**src/rtl/udr_pkg.sv**
```systemverilog
// shared types, codes and helpers for the diagnostic responder
`timescale 1ns / 1ps

package udr_pkg;

  localparam int VALUE_SLOTS = 3;
  localparam int QUEUE_DEPTH = 2;
  localparam int REPLY_MAX   = 7;

  // item operations
  localparam logic [1:0] OP_REQUEST = 2'd0;
  localparam logic [1:0] OP_TICK    = 2'd1;
  localparam logic [1:0] OP_UPDATE  = 2'd2;

  // configuration register indexes
  localparam logic [1:0] REG_DID_FIRST  = 2'd0;
  localparam logic [1:0] REG_DID_SECOND = 2'd1;
  localparam logic [1:0] REG_DID_THIRD  = 2'd2;
  localparam logic [1:0] REG_TIMEOUT    = 2'd3;

  // service identifiers
  localparam logic [7:0] SID_SESSION_CTRL = 8'h10;
  localparam logic [7:0] SID_ECU_RESET    = 8'h11;
  localparam logic [7:0] SID_READ_DID     = 8'h22;
  localparam logic [7:0] SID_TESTER_PRES  = 8'h3E;

  // reply header bytes
  localparam logic [7:0] RSP_NEGATIVE     = 8'h7F;
  localparam logic [7:0] RSP_SESSION_CTRL = 8'h50;
  localparam logic [7:0] RSP_ECU_RESET    = 8'h51;
  localparam logic [7:0] RSP_READ_DID     = 8'h62;
  localparam logic [7:0] RSP_TESTER_PRES  = 8'h7E;

  // negative response codes
  localparam logic [7:0] NRC_SERVICE    = 8'h11;
  localparam logic [7:0] NRC_SUBFUNC    = 8'h12;
  localparam logic [7:0] NRC_LENGTH     = 8'h13;
  localparam logic [7:0] NRC_CONDITIONS = 8'h22;
  localparam logic [7:0] NRC_RANGE      = 8'h31;

  localparam logic [2:0]  DEFAULT_SESSION = 3'd1;
  localparam logic [7:0]  TOP_SESSION     = 8'd4;
  localparam logic [15:0] TIMEOUT_RESET   = 16'd5000;

  // one queued reply, data[0] goes out first
  typedef struct packed {
    logic [REPLY_MAX-1:0][7:0] data;
    logic [2:0]                byte_cnt;
    logic                      positive;
  } reply_t;

  // queue head as seen by the back end
  typedef struct packed {
    logic   valid;
    reply_t reply;
  } queue_head_t;

  function automatic reply_t make_negative(input logic [7:0] sid, input logic [7:0] code);
    reply_t r;
    r          = '0;
    r.data[0]  = RSP_NEGATIVE;
    r.data[1]  = sid;
    r.data[2]  = code;
    r.byte_cnt = 3'd3;
    r.positive = 1'b0;
    return r;
  endfunction

endpackage

```
**src/rtl/udr_front.sv**
```systemverilog
// front end: accepts items, keeps session and value state, builds replies
`timescale 1ns / 1ps

module udr_front #(
  parameter int VALUE_SLOTS = udr_pkg::VALUE_SLOTS
) (
  input  logic             clk,
  input  logic             rst_n,
  input  logic             cfg_we,
  input  logic [1:0]       cfg_index,
  input  logic [15:0]      cfg_wdata,
  input  logic             accept,
  input  logic [1:0]       operation,
  input  logic [7:0]       req_sid,
  input  logic [7:0]       req_byte_one,
  input  logic [7:0]       req_byte_two,
  input  logic [11:0]      request_length,
  input  logic [1:0]       value_slot,
  input  logic [31:0]      value_bits,
  input  logic             value_valid,
  output logic             push,
  output udr_pkg::reply_t  push_reply
);

  logic [15:0] did_first_r, did_second_r, did_third_r, timeout_r;
  logic [2:0]  session_r, session_nxt;
  logic [15:0] quiet_r, quiet_nxt, quiet_inc;
  logic [31:0] slot_value_r [VALUE_SLOTS];
  logic [VALUE_SLOTS-1:0] slot_valid_r;

  logic [15:0] did;
  logic        hit_found;
  logic [1:0]  hit;
  logic        rd_valid;
  logic [31:0] rd_value;
  udr_pkg::reply_t rep;

  always_ff @(posedge clk) begin
    if (!rst_n) begin
      did_first_r  <= '0;
      did_second_r <= '0;
      did_third_r  <= '0;
      timeout_r    <= udr_pkg::TIMEOUT_RESET;
    end else if (cfg_we) begin
      unique case (cfg_index)
        udr_pkg::REG_DID_FIRST:  did_first_r  <= cfg_wdata;
        udr_pkg::REG_DID_SECOND: did_second_r <= cfg_wdata;
        udr_pkg::REG_DID_THIRD:  did_third_r  <= cfg_wdata;
        udr_pkg::REG_TIMEOUT:    timeout_r    <= cfg_wdata;
        default: ;
      endcase
    end
  end

  // identifier map scan, stops at the first empty entry
  assign did = {req_byte_one, req_byte_two};

  always_comb begin
    hit_found = 1'b0;
    hit       = 2'd0;
    if (did_first_r != '0) begin
      if (did_first_r == did) begin
        hit_found = 1'b1;
        hit       = 2'd0;
      end else if (did_second_r != '0) begin
        if (did_second_r == did) begin
          hit_found = 1'b1;
          hit       = 2'd1;
        end else if (did_third_r != '0 && did_third_r == did) begin
          hit_found = 1'b1;
          hit       = 2'd2;
        end
      end
    end
  end

  // slot read; a hit beyond the slot count reads as not available
  always_comb begin
    rd_valid = 1'b0;
    rd_value = '0;
    for (int i = 0; i < VALUE_SLOTS; i++) begin
      if (32'(hit) == i) begin
        rd_valid = slot_valid_r[i];
        rd_value = slot_value_r[i];
      end
    end
  end

  assign quiet_inc = (quiet_r == 16'hFFFF) ? quiet_r : quiet_r + 16'd1;

  always_comb begin
    rep         = '0;
    session_nxt = session_r;
    quiet_nxt   = quiet_r;
    if (accept) begin
      unique case (operation)
        udr_pkg::OP_REQUEST: begin
          if (request_length != '0) begin
            unique case (req_sid)
              udr_pkg::SID_SESSION_CTRL: begin
                if (request_length < 12'd2) begin
                  rep = udr_pkg::make_negative(req_sid, udr_pkg::NRC_LENGTH);
                end else if (req_byte_one == '0 || req_byte_one > udr_pkg::TOP_SESSION) begin
                  rep = udr_pkg::make_negative(req_sid, udr_pkg::NRC_SUBFUNC);
                end else begin
                  session_nxt  = req_byte_one[2:0];
                  quiet_nxt    = '0;
                  rep.data[0]  = udr_pkg::RSP_SESSION_CTRL;
                  rep.data[1]  = req_byte_one;
                  rep.byte_cnt = 3'd2;
                  rep.positive = 1'b1;
                end
              end
              udr_pkg::SID_ECU_RESET: begin
                if (request_length < 12'd2) begin
                  rep = udr_pkg::make_negative(req_sid, udr_pkg::NRC_LENGTH);
                end else if (req_byte_one != 8'h01 && req_byte_one != 8'h03) begin
                  rep = udr_pkg::make_negative(req_sid, udr_pkg::NRC_SUBFUNC);
                end else begin
                  rep.data[0]  = udr_pkg::RSP_ECU_RESET;
                  rep.data[1]  = req_byte_one;
                  rep.byte_cnt = 3'd2;
                  rep.positive = 1'b1;
                end
              end
              udr_pkg::SID_READ_DID: begin
                if (request_length < 12'd3) begin
                  rep = udr_pkg::make_negative(req_sid, udr_pkg::NRC_LENGTH);
                end else if (!hit_found) begin
                  rep = udr_pkg::make_negative(req_sid, udr_pkg::NRC_RANGE);
                end else if (!rd_valid) begin
                  rep = udr_pkg::make_negative(req_sid, udr_pkg::NRC_CONDITIONS);
                end else begin
                  rep.data[0]  = udr_pkg::RSP_READ_DID;
                  rep.data[1]  = req_byte_one;
                  rep.data[2]  = req_byte_two;
                  rep.data[3]  = rd_value[31:24];
                  rep.data[4]  = rd_value[23:16];
                  rep.data[5]  = rd_value[15:8];
                  rep.data[6]  = rd_value[7:0];
                  rep.byte_cnt = 3'd7;
                  rep.positive = 1'b1;
                end
              end
              udr_pkg::SID_TESTER_PRES: begin
                if (request_length < 12'd2) begin
                  rep = udr_pkg::make_negative(req_sid, udr_pkg::NRC_LENGTH);
                end else begin
                  quiet_nxt = '0;
                  // other sub-functions are answered with silence
                  if (req_byte_one == 8'h01) begin
                    rep.data[0]  = udr_pkg::RSP_TESTER_PRES;
                    rep.data[1]  = 8'h01;
                    rep.byte_cnt = 3'd2;
                    rep.positive = 1'b1;
                  end
                end
              end
              default: rep = udr_pkg::make_negative(req_sid, udr_pkg::NRC_SERVICE);
            endcase
          end
        end
        udr_pkg::OP_TICK: begin
          quiet_nxt = quiet_inc;
          if (session_r != udr_pkg::DEFAULT_SESSION && quiet_inc > timeout_r)
            session_nxt = udr_pkg::DEFAULT_SESSION;
        end
        default: ;
      endcase
    end
  end

  assign push       = (rep.byte_cnt != '0);
  assign push_reply = rep;

  always_ff @(posedge clk) begin
    if (!rst_n) begin
      session_r    <= udr_pkg::DEFAULT_SESSION;
      quiet_r      <= '0;
      slot_valid_r <= '0;
    end else begin
      session_r <= session_nxt;
      quiet_r   <= quiet_nxt;
      if (accept && operation == udr_pkg::OP_UPDATE) begin
        for (int i = 0; i < VALUE_SLOTS; i++) begin
          if (32'(value_slot) == i) slot_valid_r[i] <= value_valid;
        end
      end
    end
  end

  // stored words carry no reset, only read behind their valid bit
  always_ff @(posedge clk) begin
    if (accept && operation == udr_pkg::OP_UPDATE) begin
      for (int i = 0; i < VALUE_SLOTS; i++) begin
        if (32'(value_slot) == i) slot_value_r[i] <= value_bits;
      end
    end
  end

endmodule

```
**src/rtl/udr_queue.sv**
```systemverilog
// reply queue between front and back end
`timescale 1ns / 1ps

module udr_queue #(
  parameter int DEPTH = udr_pkg::QUEUE_DEPTH
) (
  input  logic                 clk,
  input  logic                 rst_n,
  input  logic                 push,
  input  udr_pkg::reply_t      push_reply,
  input  logic                 pop,
  output logic                 full,
  output udr_pkg::queue_head_t head
);

  localparam int PW = (DEPTH > 1) ? $clog2(DEPTH) : 1;
  localparam int CW = $clog2(DEPTH + 1);

  udr_pkg::reply_t mem_r [DEPTH];
  logic [PW-1:0] wr_ptr_r, rd_ptr_r;
  logic [CW-1:0] cnt_r;
  logic          do_push, do_pop;

  assign full       = (cnt_r == CW'(DEPTH));
  assign do_push    = push && !full;
  assign do_pop     = pop && (cnt_r != '0);
  assign head.valid = (cnt_r != '0);
  assign head.reply = mem_r[rd_ptr_r];

  always_ff @(posedge clk) begin
    if (!rst_n) begin
      wr_ptr_r <= '0;
      rd_ptr_r <= '0;
      cnt_r    <= '0;
    end else begin
      if (do_push)
        wr_ptr_r <= (wr_ptr_r == PW'(DEPTH - 1)) ? '0 : wr_ptr_r + PW'(1);
      if (do_pop)
        rd_ptr_r <= (rd_ptr_r == PW'(DEPTH - 1)) ? '0 : rd_ptr_r + PW'(1);
      if (do_push && !do_pop)
        cnt_r <= cnt_r + CW'(1);
      else if (do_pop && !do_push)
        cnt_r <= cnt_r - CW'(1);
    end
  end

  always_ff @(posedge clk) begin
    if (do_push) mem_r[wr_ptr_r] <= push_reply;
  end

endmodule

```
**src/rtl/udr_back.sv**
```systemverilog
// back end: sends queued replies one byte per transfer
`timescale 1ns / 1ps

module udr_back (
  input  logic                 clk,
  input  logic                 rst_n,
  input  udr_pkg::queue_head_t head,
  output logic                 pop,
  output logic                 out_valid,
  input  logic                 out_stall,
  output logic [7:0]           out_resp_byte,
  output logic                 out_last_byte,
  output logic                 out_positive
);

  udr_pkg::reply_t cur_r;
  logic [2:0]      idx_r;
  logic            busy_r;
  logic            out_valid_r;
  logic [7:0]      byte_r;
  logic            last_r, pos_r;
  logic            advance, cur_last;

  assign advance  = !out_valid_r || !out_stall;
  assign cur_last = (idx_r == cur_r.byte_cnt - 3'd1);
  assign pop      = advance && !busy_r && head.valid;

  always_ff @(posedge clk) begin
    if (!rst_n) begin
      out_valid_r <= 1'b0;
      busy_r      <= 1'b0;
    end else if (advance) begin
      if (busy_r) begin
        out_valid_r <= 1'b1;
        busy_r      <= !cur_last;
      end else if (head.valid) begin
        out_valid_r <= 1'b1;
        busy_r      <= (head.reply.byte_cnt != 3'd1);
      end else begin
        out_valid_r <= 1'b0;
      end
    end
  end

  always_ff @(posedge clk) begin
    if (advance) begin
      if (busy_r) begin
        byte_r <= cur_r.data[idx_r];
        last_r <= cur_last;
        pos_r  <= cur_r.positive;
        idx_r  <= idx_r + 3'd1;
      end else if (head.valid) begin
        cur_r  <= head.reply;
        byte_r <= head.reply.data[0];
        last_r <= (head.reply.byte_cnt == 3'd1);
        pos_r  <= head.reply.positive;
        idx_r  <= 3'd1;
      end
    end
  end

  assign out_valid     = out_valid_r;
  assign out_resp_byte = byte_r;
  assign out_last_byte = last_r;
  assign out_positive  = pos_r;

endmodule

```
**src/rtl/uds_diagnostic_responder_top.sv**
```systemverilog
// diagnostic responder top level: front end, reply queue, byte sender
`timescale 1ns / 1ps

// path: the first reply byte goes through the reply queue and the output register
// throughput: one item per cycle while the reply queue has room; the byte sender
//   moves one reply byte per cycle while the output does not stall, so a request's rate
//   is set by its 2, 3 or 7 reply bytes; ticks, updates and silent requests push none
// reset: synchronous, active low; session returns to default, quiet counter,
//   value valid bits, queue and output clear, registers take reset values

module uds_diagnostic_responder_top #(
  parameter int VALUE_SLOTS = udr_pkg::VALUE_SLOTS,
  parameter int QUEUE_DEPTH = udr_pkg::QUEUE_DEPTH
) (
  input  logic        clk,
  input  logic        rst_n,
  // configuration writes
  input  logic        cfg_we,
  input  logic [1:0]  cfg_index,
  input  logic [15:0] cfg_wdata,
  // item channel
  input  logic        in_valid,
  output logic        in_stall,
  input  logic [1:0]  in_operation,
  input  logic [7:0]  in_req_sid,
  input  logic [7:0]  in_req_byte_one,
  input  logic [7:0]  in_req_byte_two,
  input  logic [11:0] in_request_length,
  input  logic [1:0]  in_value_slot,
  input  logic [31:0] in_value_bits,
  input  logic        in_value_valid,
  // reply byte channel
  output logic        out_valid,
  input  logic        out_stall,
  output logic [7:0]  out_resp_byte,
  output logic        out_last_byte,
  output logic        out_positive
);

  logic                 accept;
  logic                 push;
  logic                 q_full;
  logic                 pop;
  udr_pkg::reply_t      push_reply;
  udr_pkg::queue_head_t head;

  // hold off new items only while the queue cannot take a reply
  assign in_stall = q_full;
  assign accept   = in_valid && !in_stall;

  // state updates and reply building happen in the transfer cycle
  udr_front #(
    .VALUE_SLOTS (VALUE_SLOTS)
  ) u_front (
    .clk            (clk),
    .rst_n          (rst_n),
    .cfg_we         (cfg_we),
    .cfg_index      (cfg_index),
    .cfg_wdata      (cfg_wdata),
    .accept         (accept),
    .operation      (in_operation),
    .req_sid        (in_req_sid),
    .req_byte_one   (in_req_byte_one),
    .req_byte_two   (in_req_byte_two),
    .request_length (in_request_length),
    .value_slot     (in_value_slot),
    .value_bits     (in_value_bits),
    .value_valid    (in_value_valid),
    .push           (push),
    .push_reply     (push_reply)
  );

  // decouples item intake from byte sending
  udr_queue #(
    .DEPTH (QUEUE_DEPTH)
  ) u_queue (
    .clk        (clk),
    .rst_n      (rst_n),
    .push       (push),
    .push_reply (push_reply),
    .pop        (pop),
    .full       (q_full),
    .head       (head)
  );

  // registered output, one reply byte per transfer
  udr_back u_back (
    .clk           (clk),
    .rst_n         (rst_n),
    .head          (head),
    .pop           (pop),
    .out_valid     (out_valid),
    .out_stall     (out_stall),
    .out_resp_byte (out_resp_byte),
    .out_last_byte (out_last_byte),
    .out_positive  (out_positive)
  );

endmodule

```
**config.mk**
```make
export PLATFORM = sky130hd
export DESIGN_NAME = uds_diagnostic_responder_top
export DESIGN_NICKNAME = d
export VERILOG_FILES = /design/src/rtl/udr_pkg.sv /design/src/rtl/udr_front.sv /design/src/rtl/udr_queue.sv /design/src/rtl/udr_back.sv /design/src/rtl/uds_diagnostic_responder_top.sv
export SDC_FILE = /design/constraint.sdc
export NUM_CORES = 1
export LEC_CHECK = 0
export BUFFER_PORTS_ARGS = -buffer_cell sky130_fd_sc_hd__buf_2
export CAP_MARGIN = 0
export CELL_PAD_IN_SITES_DETAIL_PLACEMENT = 1
export CELL_PAD_IN_SITES_GLOBAL_PLACEMENT = 1
export CORE_MARGIN = 4
export CORE_UTILIZATION = 40
export CTS_BUF_LIST = sky130_fd_sc_hd__clkbuf_16
export DETAILED_ROUTE_END_ITERATION = 8
export GPL_ROUTABILITY_DRIVEN = 0
export PLACE_DENSITY_LB_ADDON = 0.1
export SETUP_SLACK_MARGIN = 0.4
export SYNTH_ARGS = -nofsm -noshare
export SYNTH_HDL_FRONTEND = slang
export SYNTH_HIERARCHICAL = 1
export SYNTH_SLANG_ARGS = --single-unit
```
**constraint.sdc**
```tcl
create_clock -name clk -period 11.6 [get_ports clk]
set_clock_uncertainty 0.05 [all_clocks]
set_input_delay 1.74 -clock clk [delete_from_list [all_inputs] [get_ports clk]]
set_output_delay 1.74 -clock clk [all_outputs]
set_load 0.02 [all_outputs]
```
# ---- Yosys cells after proc, flatten, opt, wreduce, memory -nomap -nowiden
# Memories as Yosys holds them, arrays and structs flattened. A register that Yosys moved wholly into a read port is not among the register bits.
# Index checks and enable logic that the tools add are counted.
dict set report word_totals {
  memories 2
  word_cells 169
  ram_bits 216
  latchBits 0
  romBits 0
  in_bits 96
  reg_bits 130
}
# name words word_bits read_ports rd_ports_with_merged_regs wr line
set memory_table {}
lappend memory_table {u_queue.mem_r 2 60 1 1 1 udr_queue.sv:19} ;# udr_pkg::reply_t mem_r [DEPTH];
lappend memory_table {u_front.slot_value_r 3 32 3 0 1 udr_front.sv:28} ;# logic [31:0] slot_value_r [VALUE_SLOTS];
dict set report classes {
  n_div 0
  eq_ne 21
  reduce_logical 42
  n_shift 0
  n_lt_le_gt_ge 4
  n_mux 69
  addsub 6
  multipliers 0
  n_bitwise 1
}
# cell count
set op_table {}
lappend op_table {{60-bit two-way mux} 8}
lappend op_table {{60-bit case mux with 4 select lines} 1}
lappend op_table {{32-bit two-way mux} 5}
lappend op_table {{32-bit OR reduction} 2}
lappend op_table {{20-bit two-way mux} 3}
lappend op_table {{16-bit equality test} 3}
lappend op_table {{16-bit nonzero test} 3}
lappend op_table {{1-bit two-way mux} 33}
lappend op_table {{8-bit binary-select mux with 3-bit select} 1}
lappend op_table {{12-bit by 2-bit < comparator with 1-bit output (second input constant)} 2}
lappend op_table {{8-bit two-way mux} 3}
lappend op_table {{2-bit two-way mux} 9}
lappend op_table {{8-bit by 5-bit equality test with 1-bit output (second input constant)} 2}
lappend op_table {{8-bit by 6-bit equality test with 1-bit output (second input constant)} 2}
lappend op_table {{5-bit two-way mux} 3}
lappend op_table {{2-bit AND reduction} 7}
lappend op_table {{13-bit two-way mux} 1}
lappend op_table {{12-bit nonzero test} 1}
lappend op_table {{2-bit equality test (second input constant)} 5}
lappend op_table {{1-bit logical AND} 10}
lappend op_table {{8-bit by 1-bit equality test with 1-bit output (second input constant)} 1}
lappend op_table {{8-bit by 3-bit > comparator with 1-bit output (second input constant)} 1}
lappend op_table {{2-bit logical NOT} 4}
lappend op_table {{8-bit logical NOT} 1}
lappend op_table {{19 further kinds} 32}

# ---- Longest topological paths before layout
dict set report depth {
  word_depth 24
  mapped_depth 13
}

# ---- Cells and area by module
# The synthesis kept the hierarchy.
# module cells_per_inst area_each_um2 instances
set by_module_without_submodules {}
lappend by_module_without_submodules {udr_front 667 7120.6 1}
lappend by_module_without_submodules {udr_queue 212 4550.6 1}
lappend by_module_without_submodules {udr_back 178 3024.2 1}
lappend by_module_without_submodules {uds_diagnostic_responder_top 1 13.8 1}

# ---- Worst setup path before layout
# No wires, ideal clock.
dict set report synth_path {
  path_kind {in2reg}
  start {input port in_req_byte_one[6]}
  end {memory u_queue/mem_r[0][0] (netlist name), enable pin}
  cell_stages 9
  slack_ps 5602
  arrival_ps 5480
  setup_ps 468
  path_cell_list {clkbuf_1 > nor4_1 > nand2_1 > nor4b_1 > o21ai_0 > and2_1 > a21oi_1 > inv_1 > nor3_2}
}
dict set report synth_via {
  elab_chain_cells 22
  elab_cells_between_ends 44
}
# element line
set synth_rtl {}
lappend synth_rtl {{start: declaration} uds_diagnostic_responder_top.sv:26} ;# input logic [7:0] in_req_byte_one,
lappend synth_rtl {{16-bit equality test} udr_front.sv:69} ;# end else if (did_third_r != '0 && did_third_r == did) begin
lappend synth_rtl {{1-bit logical AND} udr_front.sv:69}
lappend synth_rtl {{2-bit two-way mux} udr_front.sv:69}
lappend synth_rtl {{2-bit two-way mux} udr_front.sv:66} ;# if (did_second_r == did) begin
lappend synth_rtl {{2-bit two-way mux} udr_front.sv:65} ;# end else if (did_second_r != '0) begin
lappend synth_rtl {{2-bit two-way mux} udr_front.sv:62} ;# if (did_first_r == did) begin
lappend synth_rtl {{2-bit two-way mux} udr_front.sv:61} ;# if (did_first_r != '0) begin
lappend synth_rtl {{2-bit logical NOT} udr_front.sv:82} ;# if (32'(hit) == i) begin
lappend synth_rtl {{[... 7 more ...]} --}
lappend synth_rtl {{60-bit two-way mux *} udr_front.sv:98} ;# if (request_length != '0) begin
lappend synth_rtl {{60-bit two-way mux *} udr_front.sv:96} ;# unique case (operation)
lappend synth_rtl {{60-bit two-way mux *} udr_front.sv:95} ;# if (accept) begin
lappend synth_rtl {{3-bit nonzero test *} udr_front.sv:173} ;# assign push = (rep.byte_cnt != '0);
lappend synth_rtl {{via push} uds_diagnostic_responder_top.sv:41} ;# logic push;
lappend synth_rtl {{1-bit logical AND *} udr_queue.sv:25} ;# assign do_push = push && !full;
lappend synth_rtl {{1-bit two-way mux *} udr_queue.sv:48} ;# if (do_push) mem_r[wr_ptr_r] <= push_reply;
lappend synth_rtl {{1-bit two-way mux (not written as such) *} udr_queue.sv:48}
lappend synth_rtl {{end: declaration} udr_queue.sv:19}
# The timed path passes the listed nets; every way through them passes the cells marked *.

==> flow_summary_export.csv <==
group,metric,value,unit
outcome,outcome,"completed",
synthesis,ys_seq_area_share,66.9,%
grt,grt_pass1_vias,9349,
final_layout,final_cells,1652,
grt,grt_usage,18.5,%
setup_path,worst_ep_required_time,11840,ps
setup_path,r2r_end,"u_queue/mem_r[1][28]",
power,power_leakage,5.74,nW
grt,grt_overflow,0,
clocking,root_buffer,"clkbuf_16",
timing,fin_crit,4810,ps
synthesis,synth_cells,1058,
die,start_util,41.0,%
power,p_per_area,174,mW/mm^2
clocking,insertion_delay,520,ps
clocking,numClockSinks,347,
min_path,hold_path.class,"reg -> reg",
die,dieWidth,200,um
clocking,cts_buffers,39,
clocking,holdBufCountCts,0,
final_layout,ff_latch_area,0.00984,sq mm
routing,drt_iter0_markers,456,
placed_design,placed_cells,1580,
final_layout,finish.net_count,1259,
grt,antenna_found_initial,2,
timing,min_period_over_period,41.5,%
timing,finalMaxSlewViolations,0,
die,io_pins,108,
synthesis,synth.net_count,1157,
synthesis,ys_ff_latch,347,
setup_path,reg2reg_slack,7750,ps
timing,setup-tns-final,0,ps
timing,fmax,208,MHz
timing,rsz0062_at_grt,"no",
final_layout,n_antenna_cell,0,
setup_path,critPathCapture,"u_queue/mem_r[1][28]",
clocking,cts_buffer_depth,3,
clocking,cts_tree,"yes",
timing,hold_viol_final,0,
final_layout,multiInputGateArea,0.00453,sq mm
setup_path,r2r_cells,9,
setup_path,critical_path.max_fanout,34,
grt,grt_first_pass_wirelength,56500,um
synthesis,synthArstFlopShare,0,%
clocking,cts_resized,0,
timing,setup_viol,0,
setup_path,r2r-start,"u_front/did_second_r[8]",
synthesis,syn-cell-area,0.0147,sq mm
final_layout,final_layout_size_suffix_gt1_share,25.0,%
clocking,htree_num_levels,2,
placed_design,io_buffer_count,107,
die,chipHeight,200,um
setup_path,cp-start-kind,"input pin",
synthesis,ys_types,69,
routing,drt_pass1_iterations,4,
clocking,cts.clk_slew.worst_paths,60,ps
synthesis,avgSynthCellArea,13.9,sq um
synthesis,synth_edf_count,289,
synthesis,yosysWarningCount,6,
routing,drc,0,
final_layout,fill_cells,3643,
routing,routed_via_density,5.39,
synthesis,synth_ff_type,"edfxtp_1",
die,die_area,0.0399,sq mm
routing,route.antenna.remaining_nets,0,
setup_path,crit_start,"in_req_byte_one[1]",
final_layout,utilization,46.8,%
final_layout,syn_to_final_growth,14.3,%
final_layout,post-route-cell-area,0.0168,sq mm
routing,avgRoutedWirePerCell,22.3,um
placed_design,placed_area,0.0157,sq mm
clocking,cts_setup_buffers,0,
placed_design,hpwl,24800,um
timing,max-slew-margin-rel,33.3,%
job,maxCapViolCount,0,
die,core,0.0359,sq mm
power,peakVddDrop,0.120,mV
die,rows,69,
routing,vias,8907,
timing,tightest_slew,1000,ps
timing,hold_ws,454,ps
setup_path,cp.arrival,5050,ps
grt,grt_max_degree,62,
setup_path,path_class,"in -> reg",
routing,wl,36900,um
setup_path,end_kind,"flop",
[metal layers]
layer | GRT usage [%] | wire, um | share of wire (%) | vias up
met5 | 0 | 8 | 0.022 | -
met4 | 4.13 | 629 | 1.7 | 2
met3 | 2.57 | 1310 | 3.6 | 51
met2 | 30.5 | 17900 | 49 | 163
met1 | 26.4 | 17000 | 46 | 4492
li1 | - | - | - | 4199
[worst max-delay path, stage by stage]
cell and delay (ps):
buf_2 210, xnor2_1 150, nand4_1 200, or4_1 980
and4b_1 400, o21ai_2 220, nand2_2 120, or3_1 350
buf_4 280, a211oi_1 380
[cells by family (layout without fill, tap and decap cells)]
logic type / count (synthesis) / after routing / share of synthesized area, %
AND/OR/NAND/NOR: 292 / 292 / 10.1
AO/OA/AOI/OAI: 192 / 192 / 9.81
buffers and inverters: 79 / 212 / 2.59
adder cells (fa/ha/maj): 3 / 3 / 0.255
flip-flops: 347 / 347 / 66.9
other: 1 / 1 / 0.0255
XOR/XNOR: 56 / 56 / 3.58
multiplexers: 88 / 88 / 6.71
[stage by stage]
step / power, mW / worst slack, ps
3_3_place_gp: 1.84 / 6440
4_1_cts: 2.97 / 6800
2_1_floorplan: 1.72 / 5600
3_5_place_dp: 1.85 / 6280
6_report: 2.92 / 6790
5_1_grt: 3.05 / 6620
[layout make-up]
type | count | share of cell area, %
Clock buffer | 39 | 5.81
Clock inverter | 33 | 1.06
Timing Repair Buffer | 120 | 3.77
Sequential cell | 347 | 58.6
Multi-Input combinational cell | 632 | 26.9
Inverter | 20 | 0.447
Tap cell | 461 | 3.43
[cells in the final DEF (no fill, tap or decap), types with 21 or more instances in the layout]
cell,count
inv_1,28
xnor2_1,35
a21boi_0,49
dfxtp_1,57
o22ai_1,33
nand2_1,113
edfxtp_1,289
mux2_2,85
clkbuf_16,39
nor2_1,48
nor4_1,21
buf_2,107
[flip-flops by register name, indices dropped and copies added (netlist names), named ones only]
| register | count |
|---|---|
| u_front/slot_valid_r | 3 |
| u_back/out_resp_byte | 8 |
| u_back/idx_r | 3 |
| u_back/busy_r | 1 |
| u_back/out_last_byte | 1 |
| u_front/did_second_r | 16 |
| u_queue/mem_r | 120 |
| u_back/out_valid | 1 |
| u_queue/rd_ptr_r | 1 |
| u_back/cur_r | 60 |
| u_queue/cnt_r | 2 |
| u_back/out_positive | 1 |
| u_front/did_third_r | 16 |
| u_front/slot_value_r | 96 |
| u_front/did_first_r | 16 |
| u_queue/wr_ptr_r | 1 |
[cells in the mapped netlist (12+ instances only)]
master | count | area (sq um)
o21ai_0 | 17 | 85.1
clkbuf_1 | 30 | 113
nor2_1 | 49 | 184
xnor2_1 | 35 | 307
nor4_1 | 22 | 138
xor2_1 | 17 | 149
a22o_1 | 15 | 131
a211oi_2 | 16 | 200
nand2_1 | 113 | 424
inv_1 | 18 | 67.6
edfxtp_1 | 289 | 8680
a21boi_0 | 49 | 368
nand4_1 | 12 | 75.1
mux2_2 | 85 | 957
o22ai_1 | 33 | 206
dfxtp_1 | 58 | 1160
nor2b_1 | 14 | 87.6
a22oi_1 | 15 | 113
buf_2 | 13 | 65.1
[how the worst min path moves through the flow]
stage	startpoint	cells after the start	slack [ps]	to
after CTS	u_front/did_third_r[6]	2	460	u_front/did_third_r[6]
final	u_front/did_first_r[6]	2	450	u_front/did_first_r[6]
after detailed placement	u_front/did_first_r[6]	2	450	u_front/did_first_r[6]
after floorplan	u_front/did_third_r[13]	2	420	u_front/did_third_r[13]
after global placement	u_front/did_third_r[6]	2	440	u_front/did_third_r[6]
after global routing	u_front/did_third_r[6]	2	480	u_front/did_third_r[6]
[power by group]
group | internal (mW) | leakage, nW | switching (mW) | total, mW
clock | 0.634 | 0.606 | 0.471 | 1.10
combinational | 0.123 | 1.94 | 0.209 | 0.331
sequential | 1.45 | 3.20 | 0.0368 | 1.48
total | 2.20 | 5.74 | 0.716 | 2.92
(Power assumes the default switching activity.)
